File: src/rtl/lcd_slt_pkg.sv
// ---------------------------------------------------------------------------
// LCD scanline timing package
// Shared widths, timing constants and codes for the scanline timing block.
// ---------------------------------------------------------------------------
package lcd_slt_pkg;

    localparam int ELAPSED_W = 6;
    localparam int ACCUM_W   = 10;
    localparam int LINE_W    = 8;
    localparam int CFG_IDX_W = 2;
    localparam int CFG_DATA_W = 8;
    localparam int IN_TDATA_W  = 8;
    localparam int OUT_TDATA_W = 24;

    // Line timing, in clock cycles from the start of a line.
    localparam logic [ACCUM_W-1:0] LINE_CYCLES  = ACCUM_W'(456);
    localparam logic [ACCUM_W-1:0] OAM_END      = ACCUM_W'(80);
    localparam logic [ACCUM_W-1:0] TRANSFER_END = ACCUM_W'(252);
    localparam logic [ACCUM_W-1:0] HBLANK_END   = ACCUM_W'(456);

    // Line numbering.
    localparam logic [LINE_W-1:0] VBLANK_LINE = LINE_W'(144);
    localparam logic [LINE_W-1:0] LAST_LINE   = LINE_W'(153);

    typedef enum logic [1:0] {
        MODE_HBLANK = 2'd0,
        MODE_VBLANK = 2'd1,
        MODE_OAM    = 2'd2,
        MODE_XFER   = 2'd3
    } t_mode;

    typedef enum logic [CFG_IDX_W-1:0] {
        CFG_LINE_COMPARE   = 2'd0,
        CFG_HBLANK_IRQ_EN  = 2'd1,
        CFG_OAM_IRQ_EN     = 2'd2,
        CFG_COMPARE_IRQ_EN = 2'd3
    } t_cfg_idx;

    typedef struct packed {
        logic [LINE_W-1:0] draw_line;
        logic              draw_strobe;
        logic              lcd_request;
        logic              vblank_request;
        logic              coincidence;
        logic [LINE_W-1:0] current_line;
        t_mode             display_mode;
    } t_result;

endpackage

File: src/rtl/lcd_scanline_timing.sv
// ---------------------------------------------------------------------------
// LCD scanline timing
// Steps the display mode and line counter of an LCD controller from ticks.
// ---------------------------------------------------------------------------
// Usage:
// Each beat on the slave stream is one tick carrying the number of clock
// cycles elapsed since the previous tick. For every tick the block emits
// exactly one beat on the master stream with the display mode, the line
// counter, the coincidence flag, the vblank and LCD interrupt requests and
// a draw strobe with the line that just finished.
// The result is registered: a tick accepted at one edge has its result
// beat valid right after that edge. Throughput is one tick per cycle while
// the receiver does not stall, set by the single register stage that holds
// the result; line state and result are written in the cycle taking the tick.
// When the receiver stalls, the result is held and the slave side stays
// ready only if the held result is taken in the same cycle.
// Configuration writes on the cfg channel are always accepted (ready is
// tied high) and are meant to happen while no tick is in flight.
// Reset clears the configuration, line state and valid flag (not the result
// payload), puts the line counter at zero and the mode at OAM search.
// ---------------------------------------------------------------------------
module lcd_scanline_timing (
    input  logic                                i_clk,
    input  logic                                i_rst_n,
    // Tick stream. tdata: [5:0] elapsed_cycles, [7:6] zero.
    input  logic                                i_s_axis_tvalid,
    output logic                                o_s_axis_tready,
    input  logic [lcd_slt_pkg::IN_TDATA_W-1:0]  i_s_axis_tdata,
    // Result stream. tdata: [1:0] display_mode, [9:2] current_line,
    // [10] coincidence, [11] vblank_request, [12] lcd_request,
    // [13] draw_strobe, [21:14] draw_line, [23:22] zero.
    output logic                                o_m_axis_tvalid,
    input  logic                                i_m_axis_tready,
    output logic [lcd_slt_pkg::OUT_TDATA_W-1:0] o_m_axis_tdata,
    // Configuration write channel.
    input  logic                                i_cfg_valid,
    output logic                                o_cfg_ready,
    input  logic [lcd_slt_pkg::CFG_IDX_W-1:0]   i_cfg_index,
    input  logic [lcd_slt_pkg::CFG_DATA_W-1:0]  i_cfg_data
);
    import lcd_slt_pkg::*;

    // Configuration registers.
    logic [LINE_W-1:0]  r_line_compare;
    logic               r_hblank_irq_en;
    logic               r_oam_irq_en;
    logic               r_compare_irq_en;

    // Line timing state.
    logic [ACCUM_W-1:0] r_accum, n_accum;
    logic [LINE_W-1:0]  r_line, n_line;
    t_mode              r_mode, n_mode;
    logic               r_coin, n_coin;

    // Result register.
    logic               r_out_valid;
    t_result            r_result, n_result;

    logic               s_accept;
    logic [ACCUM_W:0]   sum;
    logic [ACCUM_W-1:0] accum_sat;
    logic               vblank_req;
    logic               lcd_req;
    logic               strobe;
    logic [LINE_W-1:0]  dline;

    assign o_cfg_ready     = 1'b1;
    assign o_s_axis_tready = !r_out_valid || i_m_axis_tready;
    assign s_accept        = i_s_axis_tvalid && o_s_axis_tready;
    assign o_m_axis_tvalid = r_out_valid;
    assign o_m_axis_tdata  = {(OUT_TDATA_W - $bits(t_result))'(0), r_result};

    // Next line state and result for the tick on the input bus.
    always_comb begin
        sum = {1'b0, r_accum} + (ACCUM_W+1)'(i_s_axis_tdata[ELAPSED_W-1:0]);
        // The cycle count saturates rather than wrapping.
        accum_sat = sum[ACCUM_W] ? '1 : sum[ACCUM_W-1:0];

        n_accum    = accum_sat;
        n_line     = r_line;
        n_mode     = r_mode;
        n_coin     = r_coin;
        vblank_req = 1'b0;
        lcd_req    = 1'b0;
        strobe     = 1'b0;
        dline      = '0;

        // At most one mode step per tick, judged on the old mode and line.
        case (r_mode)
            MODE_OAM: begin
                if (accum_sat >= OAM_END) begin
                    n_mode = MODE_XFER;
                end
            end
            MODE_XFER: begin
                if (accum_sat >= TRANSFER_END) begin
                    n_mode  = MODE_HBLANK;
                    lcd_req = r_hblank_irq_en;
                end
            end
            MODE_HBLANK: begin
                if (r_line == VBLANK_LINE) begin
                    vblank_req = 1'b1;
                    n_mode     = MODE_VBLANK;
                end else if (accum_sat >= HBLANK_END) begin
                    n_mode  = MODE_OAM;
                    lcd_req = r_oam_irq_en;
                end
            end
            default: begin
            end
        endcase

        // Line end: compare, strobe a draw for visible lines, advance or wrap.
        if (accum_sat >= LINE_CYCLES) begin
            n_accum = '0;
            if (r_line == r_line_compare) begin
                n_coin = 1'b1;
                if (r_compare_irq_en) begin
                    lcd_req = 1'b1;
                end
            end else begin
                n_coin = 1'b0;
            end
            if (r_line < VBLANK_LINE) begin
                strobe = 1'b1;
                dline  = r_line;
                n_line = r_line + LINE_W'(1);
            end else if (r_line > LAST_LINE) begin
                if (r_oam_irq_en) begin
                    lcd_req = 1'b1;
                end
                n_mode = MODE_OAM;
                n_line = '0;
            end else begin
                n_line = r_line + LINE_W'(1);
            end
        end

        n_result.display_mode   = n_mode;
        n_result.current_line   = n_line;
        n_result.coincidence    = n_coin;
        n_result.vblank_request = vblank_req;
        n_result.lcd_request    = lcd_req;
        n_result.draw_strobe    = strobe;
        n_result.draw_line      = dline;
    end

    always_ff @(posedge i_clk) begin
        if (!i_rst_n) begin
            r_line_compare   <= '0;
            r_hblank_irq_en  <= 1'b0;
            r_oam_irq_en     <= 1'b0;
            r_compare_irq_en <= 1'b0;
            r_accum          <= '0;
            r_line           <= '0;
            r_mode           <= MODE_OAM;
            r_coin           <= 1'b0;
            r_out_valid      <= 1'b0;
        end else begin
            if (i_cfg_valid) begin
                unique case (t_cfg_idx'(i_cfg_index))
                    CFG_LINE_COMPARE:   r_line_compare   <= i_cfg_data[LINE_W-1:0];
                    CFG_HBLANK_IRQ_EN:  r_hblank_irq_en  <= i_cfg_data[0];
                    CFG_OAM_IRQ_EN:     r_oam_irq_en     <= i_cfg_data[0];
                    CFG_COMPARE_IRQ_EN: r_compare_irq_en <= i_cfg_data[0];
                    default: begin
                    end
                endcase
            end
            if (s_accept) begin
                r_accum     <= n_accum;
                r_line      <= n_line;
                r_mode      <= n_mode;
                r_coin      <= n_coin;
                r_out_valid <= 1'b1;
            end else if (i_m_axis_tready) begin
                r_out_valid <= 1'b0;
            end
        end
    end

    // The result payload needs no reset; it is qualified by r_out_valid.
    always_ff @(posedge i_clk) begin
        if (s_accept) begin
            r_result <= n_result;
        end
    end

endmodule

File: config.mk
export PLATFORM = sky130hd
export DESIGN_NAME = lcd_scanline_timing
export DESIGN_NICKNAME = d
export VERILOG_FILES = /design/src/rtl/lcd_slt_pkg.sv /design/src/rtl/lcd_scanline_timing.sv
export SDC_FILE = /design/constraint.sdc
export NUM_CORES = 1
export LEC_CHECK = 0
export ABC_AREA = 1
export ABC_CLOCK_PERIOD_IN_PS = 4000
export BUFFER_PORTS_ARGS = -buffer_cell sky130_fd_sc_hd__buf_2
export CAP_MARGIN = 30
export CORE_AREA = 2 2 96 75
export CTS_BUF_LIST = sky130_fd_sc_hd__clkbuf_8
export DETAILED_ROUTE_END_ITERATION = 6
export DIE_AREA = 0 0 98 77
export PLACE_DENSITY = 0.7
export SKIP_CTS_REPAIR_TIMING = 1
export SYNTH_ARGS = -nofsm -noshare
export SYNTH_HDL_FRONTEND = slang
export SYNTH_SLANG_ARGS = --single-unit
File: constraint.sdc
create_clock -name i_clk -period 4 [get_ports i_clk]
set_input_delay 0.6 -clock i_clk [delete_from_list [all_inputs] [get_ports i_clk]]
set_output_delay 0.6 -clock i_clk [all_outputs]
set_load 0.01 [all_outputs]
**Word-level counts from Yosys, hierarchy flattened**

Index checks and enable logic that the tools add are counted.

- Flip-flop bits (word level): 55
- Input port bits: 23
- Output and inout port bits: 27
- Logic and storage cells: 70

- $add $sub $neg: 2
- $lt $le $gt $ge: 5
- Equal/unequal tests: 7
- Muxes and demuxes: 29
- Reductions and logical operators: 11

Operator list:

| cell | number |
|---|---|
| $mux 8 | 3 |
| $mux 10 | 2 |
| $mux 1 | 15 |
| $mux 2 | 7 |
| $add 10x6->11 | 1 |
| $ge 10x7->1 const B | 1 |
| $ge 10x8->1 const B | 1 |
| $ge 10x9->1 const B | 1 |
| $reduce_and 2->1 | 5 |
| $add 8x1->8 const B | 1 |
| $eq 2x2->1 const B | 4 |
| $eq 8x8->1 | 1 |
| $eq 8x8->1 const B | 1 |
| $gt 8x8->1 const B | 1 |
| $lt 8x8->1 const B | 1 |
| $pmux 2 s3 | 1 |
| $logic_not 2->1 | 2 |
| $eq 2x1->1 const B | 1 |
| $pmux 1 s2 | 1 |
| $reduce_bool 2->1 | 1 |
| $logic_and 1x1->1 | 1 |
| $logic_not 1->1 | 1 |
| $logic_or 1x1->1 | 1 |

**Longest topological paths before layout**

Gate-level depths: netlist of the first run.

- Depth after elaboration: 12
- Gate-level depth with buffers: 20
- Depth with buffers taken out: 20

**Worst setup path after synthesis of the first run**

OpenSTA, ideal clock, no wires.

- Path type: input-to-reg
- From: input i_s_axis_tdata[0] (netlist name)
- To: register r_result, in the netlist o_m_axis_tdata[12] (data pin)
- Library setup time: 259 ps
- Data arrival time: 2,395 ps
- Data required time: 3,741 ps
- Path slack: 1,346 ps
- Stages on the path: 17
- Path buffers: 1
- Cells stage by stage: ha_1 -> inv_1 -> fa_1 -> inv_1 -> nand3_1 -> nand2_1 -> nand2_1 -> nand3_1 -> nand2_1 -> nand3_1 -> nor2_2 -> nand2_2 -> nand2_4 -> buf_6 -> nand3_1 -> o21ai_1 -> or2_1

- Cells in the longest elaborated chain, start to end: 12
- Elaborated cells between the ends (all ways): 14
- Classes of those cells: 1 x add/sub; 2 x order compare; 11 x mux

RTL lines:

| what | RTL line | source |
|---|---|---|
| from (decl) | lcd_scanline_timing.sv:28 | `input logic [lcd_slt_pkg::IN_TDATA_W-1:0] i_s_axis_tdata,` |
| $add 10x6->11 * | lcd_scanline_timing.sv:75 | `sum = {1'b0, r_accum} + (ACCUM_W+1)'(i_s_axis_tdata[ELAPSED_W-1:0]);` |
| $mux 10 * | lcd_scanline_timing.sv:77 | `accum_sat = sum[ACCUM_W] ? '1 : sum[ACCUM_W-1:0];` |
| $ge 10x9->1 | lcd_scanline_timing.sv:105, lcd_scanline_timing.sv:115 |  |
| $mux 1 | lcd_scanline_timing.sv:105 | `end else if (accum_sat >= HBLANK_END) begin` |
| $mux 1 | lcd_scanline_timing.sv:102 | `if (r_line == VBLANK_LINE) begin` |
| $pmux 1 s2 | lcd_scanline_timing.sv:89 | `case (r_mode)` |
| $mux 1 | lcd_scanline_timing.sv:119 | `if (r_compare_irq_en) begin` |
| $mux 1 | lcd_scanline_timing.sv:117 | `if (r_line == r_line_compare) begin` |
| $mux 1 | lcd_scanline_timing.sv:130 | `if (r_oam_irq_en) begin` |
| $mux 1 | lcd_scanline_timing.sv:129 | `end else if (r_line > LAST_LINE) begin` |
| $mux 1 | lcd_scanline_timing.sv:125 | `if (r_line < VBLANK_LINE) begin` |
| $mux 1 * | lcd_scanline_timing.sv:115 | `if (accum_sat >= LINE_CYCLES) begin` |
| net lcd_req | lcd_scanline_timing.sv:63 | `logic lcd_req;` |
| to (signal assigned) | lcd_scanline_timing.sv:186 | `r_result <= n_result;` |
| to (decl) | lcd_scanline_timing.sv:57 | `t_result r_result, n_result;` |

The timed path passes the listed nets; every way through them passes the cells marked *.
A chain may end at the register's enable or synchronous reset.

**Worst setup path in the final report of the first run**

- From: input i_s_axis_tdata[0] (netlist name)
- To: register r_result, in the netlist o_m_axis_tdata[0] (data pin)

- Cells in the longest elaborated chain, start to end: 9
- Elaborated cells between the ends (all ways): 13
- Classes of those cells: 1 x add/sub; 3 x order compare; 9 x mux

RTL lines:

| what | RTL line | source |
|---|---|---|
| $add 10x6->11 * | lcd_scanline_timing.sv:75 |  |
| $mux 10 * | lcd_scanline_timing.sv:77 |  |
| $ge 10x9->1 | lcd_scanline_timing.sv:105, lcd_scanline_timing.sv:115 |  |
| $mux 2 | lcd_scanline_timing.sv:105 |  |
| $mux 2 | lcd_scanline_timing.sv:102 |  |
| $pmux 2 s3 | lcd_scanline_timing.sv:89 |  |
| $mux 2 | lcd_scanline_timing.sv:129 |  |
| $mux 2 | lcd_scanline_timing.sv:125 |  |
| $mux 2 * | lcd_scanline_timing.sv:115 |  |
| net n_mode[0] | lcd_scanline_timing.sv:52 | `t_mode r_mode, n_mode;` |

Marked as above.

==> results of run 1 <==
## cells by family (layout without fill, tap and decap cells)
family          after synthesis  after routing
simple gates                198            198
compound gates               63             63
fa+ha+maj                    14             14
xor+xnor                     12             12
other cells                   2              3
flops                        55             55
buf+inv                      75            116
## flip-flops by register name, summed over array words and instances (netlist names)
name,cells
r_compare_irq_en,1
r_coin,1
r_mode,2
r_line,8
o_m_axis_tvalid,1
r_oam_irq_en,1
r_line_compare,8
o_m_axis_tdata,22
r_accum,10
r_hblank_irq_en,1
## cells in the final DEF (no fill, tap or decap), types with 13 or more instances in the layout
master,Yosys,routed
sky130_fd_sc_hd__o21ai_0,16,16
sky130_fd_sc_hd__dfxtp_1,33,33
sky130_fd_sc_hd__inv_1,61,62
sky130_fd_sc_hd__ha_1,13,13
sky130_fd_sc_hd__nand2_1,94,94
sky130_fd_sc_hd__a21oi_1,27,27
sky130_fd_sc_hd__buf_2,1,44
sky130_fd_sc_hd__edfxtp_1,22,22
sky130_fd_sc_hd__nor2_1,35,35
sky130_fd_sc_hd__nand3_1,29,29
## path summary, 6_finish.rpt
kind              cells past startpoint  slack, ps                end         startpoint
setup / recovery                     20       1100  o_m_axis_tdata[0]  i_s_axis_tdata[0]
hold / removal                        2        460   r_compare_irq_en   r_compare_irq_en
setup reg to reg                     19       1120  o_m_axis_tdata[0]         r_accum[0]
hold reg to reg                       2        460   r_compare_irq_en   r_compare_irq_en
## worst reg2reg max path, stage by stage (launching register included)
cell                      delay [ps]
sky130_fd_sc_hd__dfxtp_1         340
sky130_fd_sc_hd__ha_1            210
sky130_fd_sc_hd__inv_1            70
sky130_fd_sc_hd__fa_1            410
sky130_fd_sc_hd__inv_1           130
sky130_fd_sc_hd__nand3_1         100
sky130_fd_sc_hd__nand2_1         130
sky130_fd_sc_hd__nand2_1          90
sky130_fd_sc_hd__nand2_1          60
sky130_fd_sc_hd__nand2_1          40
sky130_fd_sc_hd__nand2_1          90
sky130_fd_sc_hd__nand3_1         100
sky130_fd_sc_hd__nor2_2          100
sky130_fd_sc_hd__nand2_2          90
sky130_fd_sc_hd__nand2_4         250
sky130_fd_sc_hd__inv_2            90
sky130_fd_sc_hd__nor2_4          180
sky130_fd_sc_hd__inv_1            60
sky130_fd_sc_hd__nand2_1          80
sky130_fd_sc_hd__inv_1            40
## synthesized netlist by cell type, types with 6 or more instances
cell and instances:
sky130_fd_sc_hd__a21oi_1 27, sky130_fd_sc_hd__clkbuf_1 6, sky130_fd_sc_hd__dfxtp_1 33, sky130_fd_sc_hd__edfxtp_1 22, sky130_fd_sc_hd__ha_1 13, sky130_fd_sc_hd__inv_1 61, sky130_fd_sc_hd__nand2_1 94, sky130_fd_sc_hd__nand2_2 7
sky130_fd_sc_hd__nand3_1 29, sky130_fd_sc_hd__nand4_1 9, sky130_fd_sc_hd__nor2_1 35, sky130_fd_sc_hd__nor3_1 6, sky130_fd_sc_hd__o21ai_0 16, sky130_fd_sc_hd__o21ai_1 7, sky130_fd_sc_hd__o21ai_2 7, sky130_fd_sc_hd__xor2_1 12
## metal layers
metal / vias up / GRT usage, % / part of all wire [%]
met5: - / 0 / 0
met1: 1242 / 28.04 / 52
met4: 0 / 3.750 / 0.77
li1: 1437 / - / -
met3: 7 / 3.920 / 5.5
met2: 88 / 28.22 / 42
## metrics by stage
step,instances,hold slack (ps),setup WS (ps),util [%],instance area [sq um]
3_5_place_dp,537,446.9,785.9,52.35,3457
3_3_place_gp,537,440.2,826.0,52.35,3457
5_1_grt,545,508.8,852.0,54.36,3590
4_1_cts,545,459.9,1129,54.36,3590
2_1_floorplan,420,429.8,1346,-,3197
6_report,545,461.3,1097,54.36,3590
## power breakdown
group / total (W) / switching [W] / internal [W]
combinational: 0.000241 / 0.000152 / 0.0000881
sequential: 0.000649 / 0.0000269 / 0.000622
clock: 0.000426 / 0.000178 / 0.000248
## area by class of cell
cell class                 instances  share of cell area, %
multi-input combinational        290                  43.64
sequential                        55                  36.81
inverter                          63                  6.588
timing repair buffer              45                  6.344
tap                               84                  2.928
clock buffer                       5                  1.917
clock inverter                     3                  1.778
==> summary.txt, run 1 <==
STA
  • Number of pins exceeding their max-slew limit in the final report: 0
  • Pin slew with the least headroom to its limit: ~950 ps
  • Endpoints failing hold: 0
  • Final worst clock skew: 11.89 ps
  • # setup viols final: 0
  • Maximum achievable frequency: 344.5 MHz
  • Post-route fraction of the period consumed by the critical path: a little over 70%
  • Unrepaired setup endpoints after global routing: false
  • Total negative slack: 0 ps
  • Time the final worst path needs with I/O delays and setup: 2903 ps
  • Normalized max-slew margin: 36.51%

Synthesis
  • YS warnings: 0
  • Number of storage elements in the synthesis netlist: 55
  • Post-Synth Adder-Cell Area: under 10%
  • Top area cells in the synthesized netlist: sky130_fd_sc_hd__dfxtp_1 21%, sky130_fd_sc_hd__edfxtp_1 21%, sky130_fd_sc_hd__nand2_1 11%
  • Post-synthesis mux area share: 0%
  • Simple-Gate Fraction of Synth Area: between 20% and 30%
  • Area fraction in compound gates after synthesis: approximately 11%
  • Number of enable flip-flop cells after synthesis: 22
  • Main flop type after synthesis: sky130_fd_sc_hd__dfxtp_1
  • Instance count of the mapped netlist: ~420
  • Sequential fraction of the synthesis area: 41.38%
  • Dominant combinational cell family by area after synthesis: simple AND/OR/NAND/NOR gates
  • Synth async-reset ratio: 0%
  • Post-synthesis share of cell area spent on xor and xnor gates: about 3.3%
  • Mean area per synthesized cell: approximately 7.6 sq um
  • Proportion of netlist area held by the largest area contributor: between 20% and 30%
  • Post-synthesis instance area: ~3200 sq um
  • Post-synthesis cell type with the largest combined area: sky130_fd_sc_hd__dfxtp_1
  • Count of unique library cells instantiated by Yosys: 32

Global routing
  • Overall overflow remaining after global route: 0
  • Initial antenna violation count: 0
  • Maximum number of pins on one net before global-route repair: 31
  • Number of global-route vias before repair: ~2400
  • First-pass GRT wire length: about 12000 um
  • Combined global-route utilization of all metal layers: roughly a fifth

Drt
  • DR iter-0 viols: roughly 170
  • Routed via count divided by cell count: roughly 5.1
  • Vias post-DR: approximately 2800
  • Router iterations before antenna repair: 5
  • Drt total wl: just under 7000 um
  • Avg WL per Cell: roughly 13 um
  • Detail Route Antenna Nets: 0
  • DRC errors left: 0

Critical path
  • Slowest stage cell on the critical path: sky130_fd_sc_hd__fa_1
  • Delay-heaviest family, CP: simple AND/OR/NAND/NOR gates
  • Most used cell, CP: sky130_fd_sc_hd__nand2_1
  • Number of buffers and inverters on the critical path: 6
  • Startpoint-to-endpoint class of the critical path: in -> reg
  • Highest cell delay on the worst timing path: between 400 and 500 ps
  • Nature of the critical path startpoint: primary input
  • Arrival time worst endpoint: about 3000 ps
  • Crit path required time: slightly above 4000 ps
  • Cell chain of the critical path: buf_2 -> ha_1 -> inv_1 -> fa_1 -> inv_1 -> nand3_1 -> nand2_1 -> nand2_1 -> nand2_1 -> nand2_1 -> nand2_1 -> nand3_1 -> nor2_2 -> nand2_2 -> nand2_4 -> inv_2 -> nor2_4 -> inv_1 -> nand2_1 -> inv_1
  • Crit path max fanout: 21
  • Nature of the critical path endpoint: flop

Power and ir drop
  • Leakage power: 1.761 nW
  • Total power of the final layout: between 0.001 and 0.0015 W
  • Maximum vdd drop: ~0.20 mV
  • Total power density per cell area: 366.4 nW/um^2

Clock tree
  • Clock tree from TritonCTS: built
  • Max Buffers Root-to-Sink: 2
  • Insertion delay to the later sink of the worst-skew pair: 310 ps
  • Number of buffers created by CTS: 5
  • Root Buffer Master: sky130_fd_sc_hd__clkbuf_8
  • Clk pin slew, worst setup/hold paths: roughly 100 ps
  • # clock sinks: 55
  • H-tree levels: 2

Job
  • Max-capacitance violation count: 0

Finish
  • Area growth, synth to finish: 12.42%
  • Final net count: 497
  • Number of filler instances in the final layout: roughly 640
  • Fraction of layout cells with a size suffix above 1: between 10% and 20%
  • Multi-input combinational cell area: ~1600 sq um
  • Sequential cell area: 1321 sq um
  • Number of diodes: 0

Min path
  • Worst hold-check path type: reg -> reg

Die
  • Placement Rows: 26
  • Y dimension of the die: just under 80 um
  • Area of the core: between 6000 and 7000 sq um
  • Die boundary width: approximately 100 um
  • Die Area: about 7500 sq um
  • Io pins: 50
  • Effective utilization at floorplan: around 48%

Place
  • Final HPWL from detailed placement: around 5000 um
  • Count of input and output buffers: 44
  • Last weighted congestion value of the routability-driven placer: ~0.87

Run status
  • Status: completed
No activity file was read; power rests on OpenSTA's default activity.
==> run 2: changes to the inputs <==
--- a/config.mk
+++ b/config.mk
@@ -6,7 +6,7 @@
 export NUM_CORES = 1
 export LEC_CHECK = 0
 export ABC_AREA = 1
-export ABC_CLOCK_PERIOD_IN_PS = 4000
+export ABC_CLOCK_PERIOD_IN_PS = 2800
 export BUFFER_PORTS_ARGS = -buffer_cell sky130_fd_sc_hd__buf_2
 export CAP_MARGIN = 30
 export CORE_AREA = 2 2 96 75
==> constraint.sdc (replaced) <==
create_clock -name i_clk -period 2.8 [get_ports i_clk]
set_input_delay 0.42 -clock i_clk [delete_from_list [all_inputs] [get_ports i_clk]]
set_output_delay 0.42 -clock i_clk [all_outputs]
set_load 0.01 [all_outputs]
==> summary.txt, run 2 (same netlist as run 1, synthesis figures left out) <==
Run status
  • Status: completed (unchanged)

Drt
  • Vias post-DR: 2810 (was 2774)
  • Router iterations before antenna repair: 5 (unchanged)
  • Drt total wl: 6983 um (was 6841 um)
  • Detail Route Antenna Nets: 0 (unchanged)
  • Routed via count divided by cell count: 5.109 (was 5.090)
  • DR iter-0 viols: 177 (was 172)
  • DRC errors left: 0 (unchanged)
  • Avg WL per Cell: 12.70 um (was 12.55 um)

Critical path
  • Nature of the critical path startpoint: flop (was primary input)
  • Nature of the critical path endpoint: flop (unchanged)
  • Startpoint-to-endpoint class of the critical path: reg -> reg (was in -> reg)
  • Crit path required time: 2880 ps (was 4090 ps)
  • Crit path max fanout: 5 (was 21)
  • Arrival time worst endpoint: 2620 ps (was 2990 ps)

Global routing
  • First-pass GRT wire length: 11770 um (was 11540 um)
  • Maximum number of pins on one net before global-route repair: 30 (was 31)
  • Combined global-route utilization of all metal layers: 19.15% (was 18.79%)
  • Overall overflow remaining after global route: 0 (unchanged)
  • Initial antenna violation count: 0 (unchanged)
  • Number of global-route vias before repair: 2515 (was 2443)

Die
  • Placement Rows: 26 (unchanged)
  • Die boundary width: 98 um (unchanged)
  • Die Area: 7546 sq um (unchanged)
  • Effective utilization at floorplan: 48.35% (unchanged)
  • Y dimension of the die: 77 um (unchanged)
  • Io pins: 50 (unchanged)
  • Area of the core: 6604 sq um (unchanged)

Finish
  • Multi-input combinational cell area: 1572 sq um (was 1567 sq um)
  • Post-route core utilization: 54.89% (was 54.36%)
  • Area growth, synth to finish: 13.52% (was 12.42%)
  • Number of diodes: 0 (unchanged)
  • Final net count: 502 (was 497)
  • Most frequent cells in the layout: 93 x sky130_fd_sc_hd__nand2_1, 60 x sky130_fd_sc_hd__inv_1, 44 x sky130_fd_sc_hd__buf_2 (was 94 x sky130_fd_sc_hd__nand2_1, 62 x sky130_fd_sc_hd__inv_1, 44 x sky130_fd_sc_hd__buf_2)
  • Sequential cell area: 1321 sq um (unchanged)
  • Number of filler instances in the final layout: 621 (was 639)
  • Max reg flops: 22 (unchanged)
  • Fraction of layout cells with a size suffix above 1: 19.31% (was 17.57%)
  • Most frequent standard cell in the layout excluding fill and tap cells: sky130_fd_sc_hd__nand2_1 (unchanged)

Power and ir drop
  • Maximum vdd drop: 0.2564 mV (was 0.1957 mV)
  • Leakage power: 1.775 nW (was 1.761 nW)
  • Total power density per cell area: 496.5 nW/um^2 (was 366.4 nW/um^2)

STA
  • Time the final worst path needs with I/O delays and setup: ~2500 ps
  • Final worst clock skew: 11.32 ps (was 11.89 ps)
  • Total negative slack: 0 ps (unchanged)
  • Unrepaired setup endpoints after global routing: false (unchanged)
  • Number of pins exceeding their max-slew limit in the final report: 0 (unchanged)
  • Final setup margin: 257.7 ps (was 1097 ps)
  • Hold Worst Slack: 336.5 ps (was 461.3 ps)
  • Maximum achievable frequency: approximately 400 MHz
  • Post-route fraction of the period consumed by the critical path: 90.80%
  • # setup viols final: 0 (unchanged)
  • Endpoints failing hold: 0 (unchanged)
  • Normalized max-slew margin: 45.44% (was 36.51%)
  • Pin slew with the least headroom to its limit: 817.5 ps (was 951.4 ps)

Clock tree
  • # clock sinks: 55 (unchanged)
  • Root Buffer Master: sky130_fd_sc_hd__clkbuf_8 (unchanged)
  • Insertion delay to the later sink of the worst-skew pair: 310 ps (about the same)
  • Clock tree from TritonCTS: built (unchanged)
  • H-tree levels: 2 (unchanged)
  • Clk pin slew, worst setup/hold paths: 100 ps (about the same)
  • Max Buffers Root-to-Sink: 2 (unchanged)
  • Number of buffers created by CTS: 5 (unchanged)

Place
  • Final HPWL from detailed placement: 5352 um (was 4960 um)
  • Count of input and output buffers: 44 (unchanged)
  • Worst slack, placed: 32.25 ps (was 785.9 ps)
  • Last weighted congestion value of the routability-driven placer: 0.8820 (was 0.8719)

Job
  • Max-capacitance violation count: 0 (unchanged)

Min path
  • Worst hold-check path type: in -> reg (was reg -> reg)
==> run 2: cell count changes in the layout (fill, tap and decap cells not counted), sizes merged <==
cell and delta:
buf +5, inv -1, bufinv -1, clkinv +2
==> run 2: path summary, 6_finish.rpt <==
path	from	to	slack (ps)	cells after the start
worst min register to register	r_compare_irq_en	r_compare_irq_en	460	2
worst max register to register	r_accum[0]	o_m_axis_tdata[0]	260	19
worst max-delay path	r_accum[0]	o_m_axis_tdata[0]	260	19
worst min-delay path	i_cfg_data[4]	r_line_compare[4]	340	3
==> run 2: cell type report <==
cell class	instances	area share, %
multi-input combinational	290	43.36
sequential	55	36.45
timing repair buffer	50	7.663
inverter	63	6.524
tap	84	2.900
clock buffer	5	1.899
clock inverter	3	1.208
==> run 2: routing by layer <==
layer	GRT usage, %	share of wire (%)	vias up
met5	0	0	-
met4	4.167	0.69	0
met3	3.737	6.6	4
met2	28.63	42	102
met1	28.74	51	1258
li1	-	-	1446
==> run 2: through the flow <==
stage | power (W) | instances | area (sq um)
after floorplan | 0.001189 | 420 | 3197
after global placement | 0.001279 | 542 | 3507
after detailed placement | 0.001293 | 542 | 3507
after CTS | 0.001810 | 550 | 3620
after global routing | 0.001897 | 550 | 3625
final | 0.001800 | 550 | 3625
==> run 2: where the power goes <==
group          switching, W  internal (W)
registers         0.0000379      0.000888
logic              0.000222      0.000130
clock network      0.000255      0.000267
==> run 2: critical path: stages (launching register included) <==
cell	delay, ps
sky130_fd_sc_hd__dfxtp_1	340
sky130_fd_sc_hd__ha_1	160
sky130_fd_sc_hd__inv_1	60
sky130_fd_sc_hd__fa_2	350
sky130_fd_sc_hd__inv_2	80
sky130_fd_sc_hd__nand3_1	100
sky130_fd_sc_hd__nand2_2	130
sky130_fd_sc_hd__nand2_1	70
sky130_fd_sc_hd__nand2_1	60
sky130_fd_sc_hd__nand2_1	40
sky130_fd_sc_hd__nand2_1	100
sky130_fd_sc_hd__nand3_1	100
sky130_fd_sc_hd__nor2_2	100
sky130_fd_sc_hd__nand2_2	80
sky130_fd_sc_hd__nand2_4	100
sky130_fd_sc_hd__inv_2	60
sky130_fd_sc_hd__nor2_4	200
sky130_fd_sc_hd__inv_1	60
sky130_fd_sc_hd__nand2_1	80
sky130_fd_sc_hd__inv_1	40
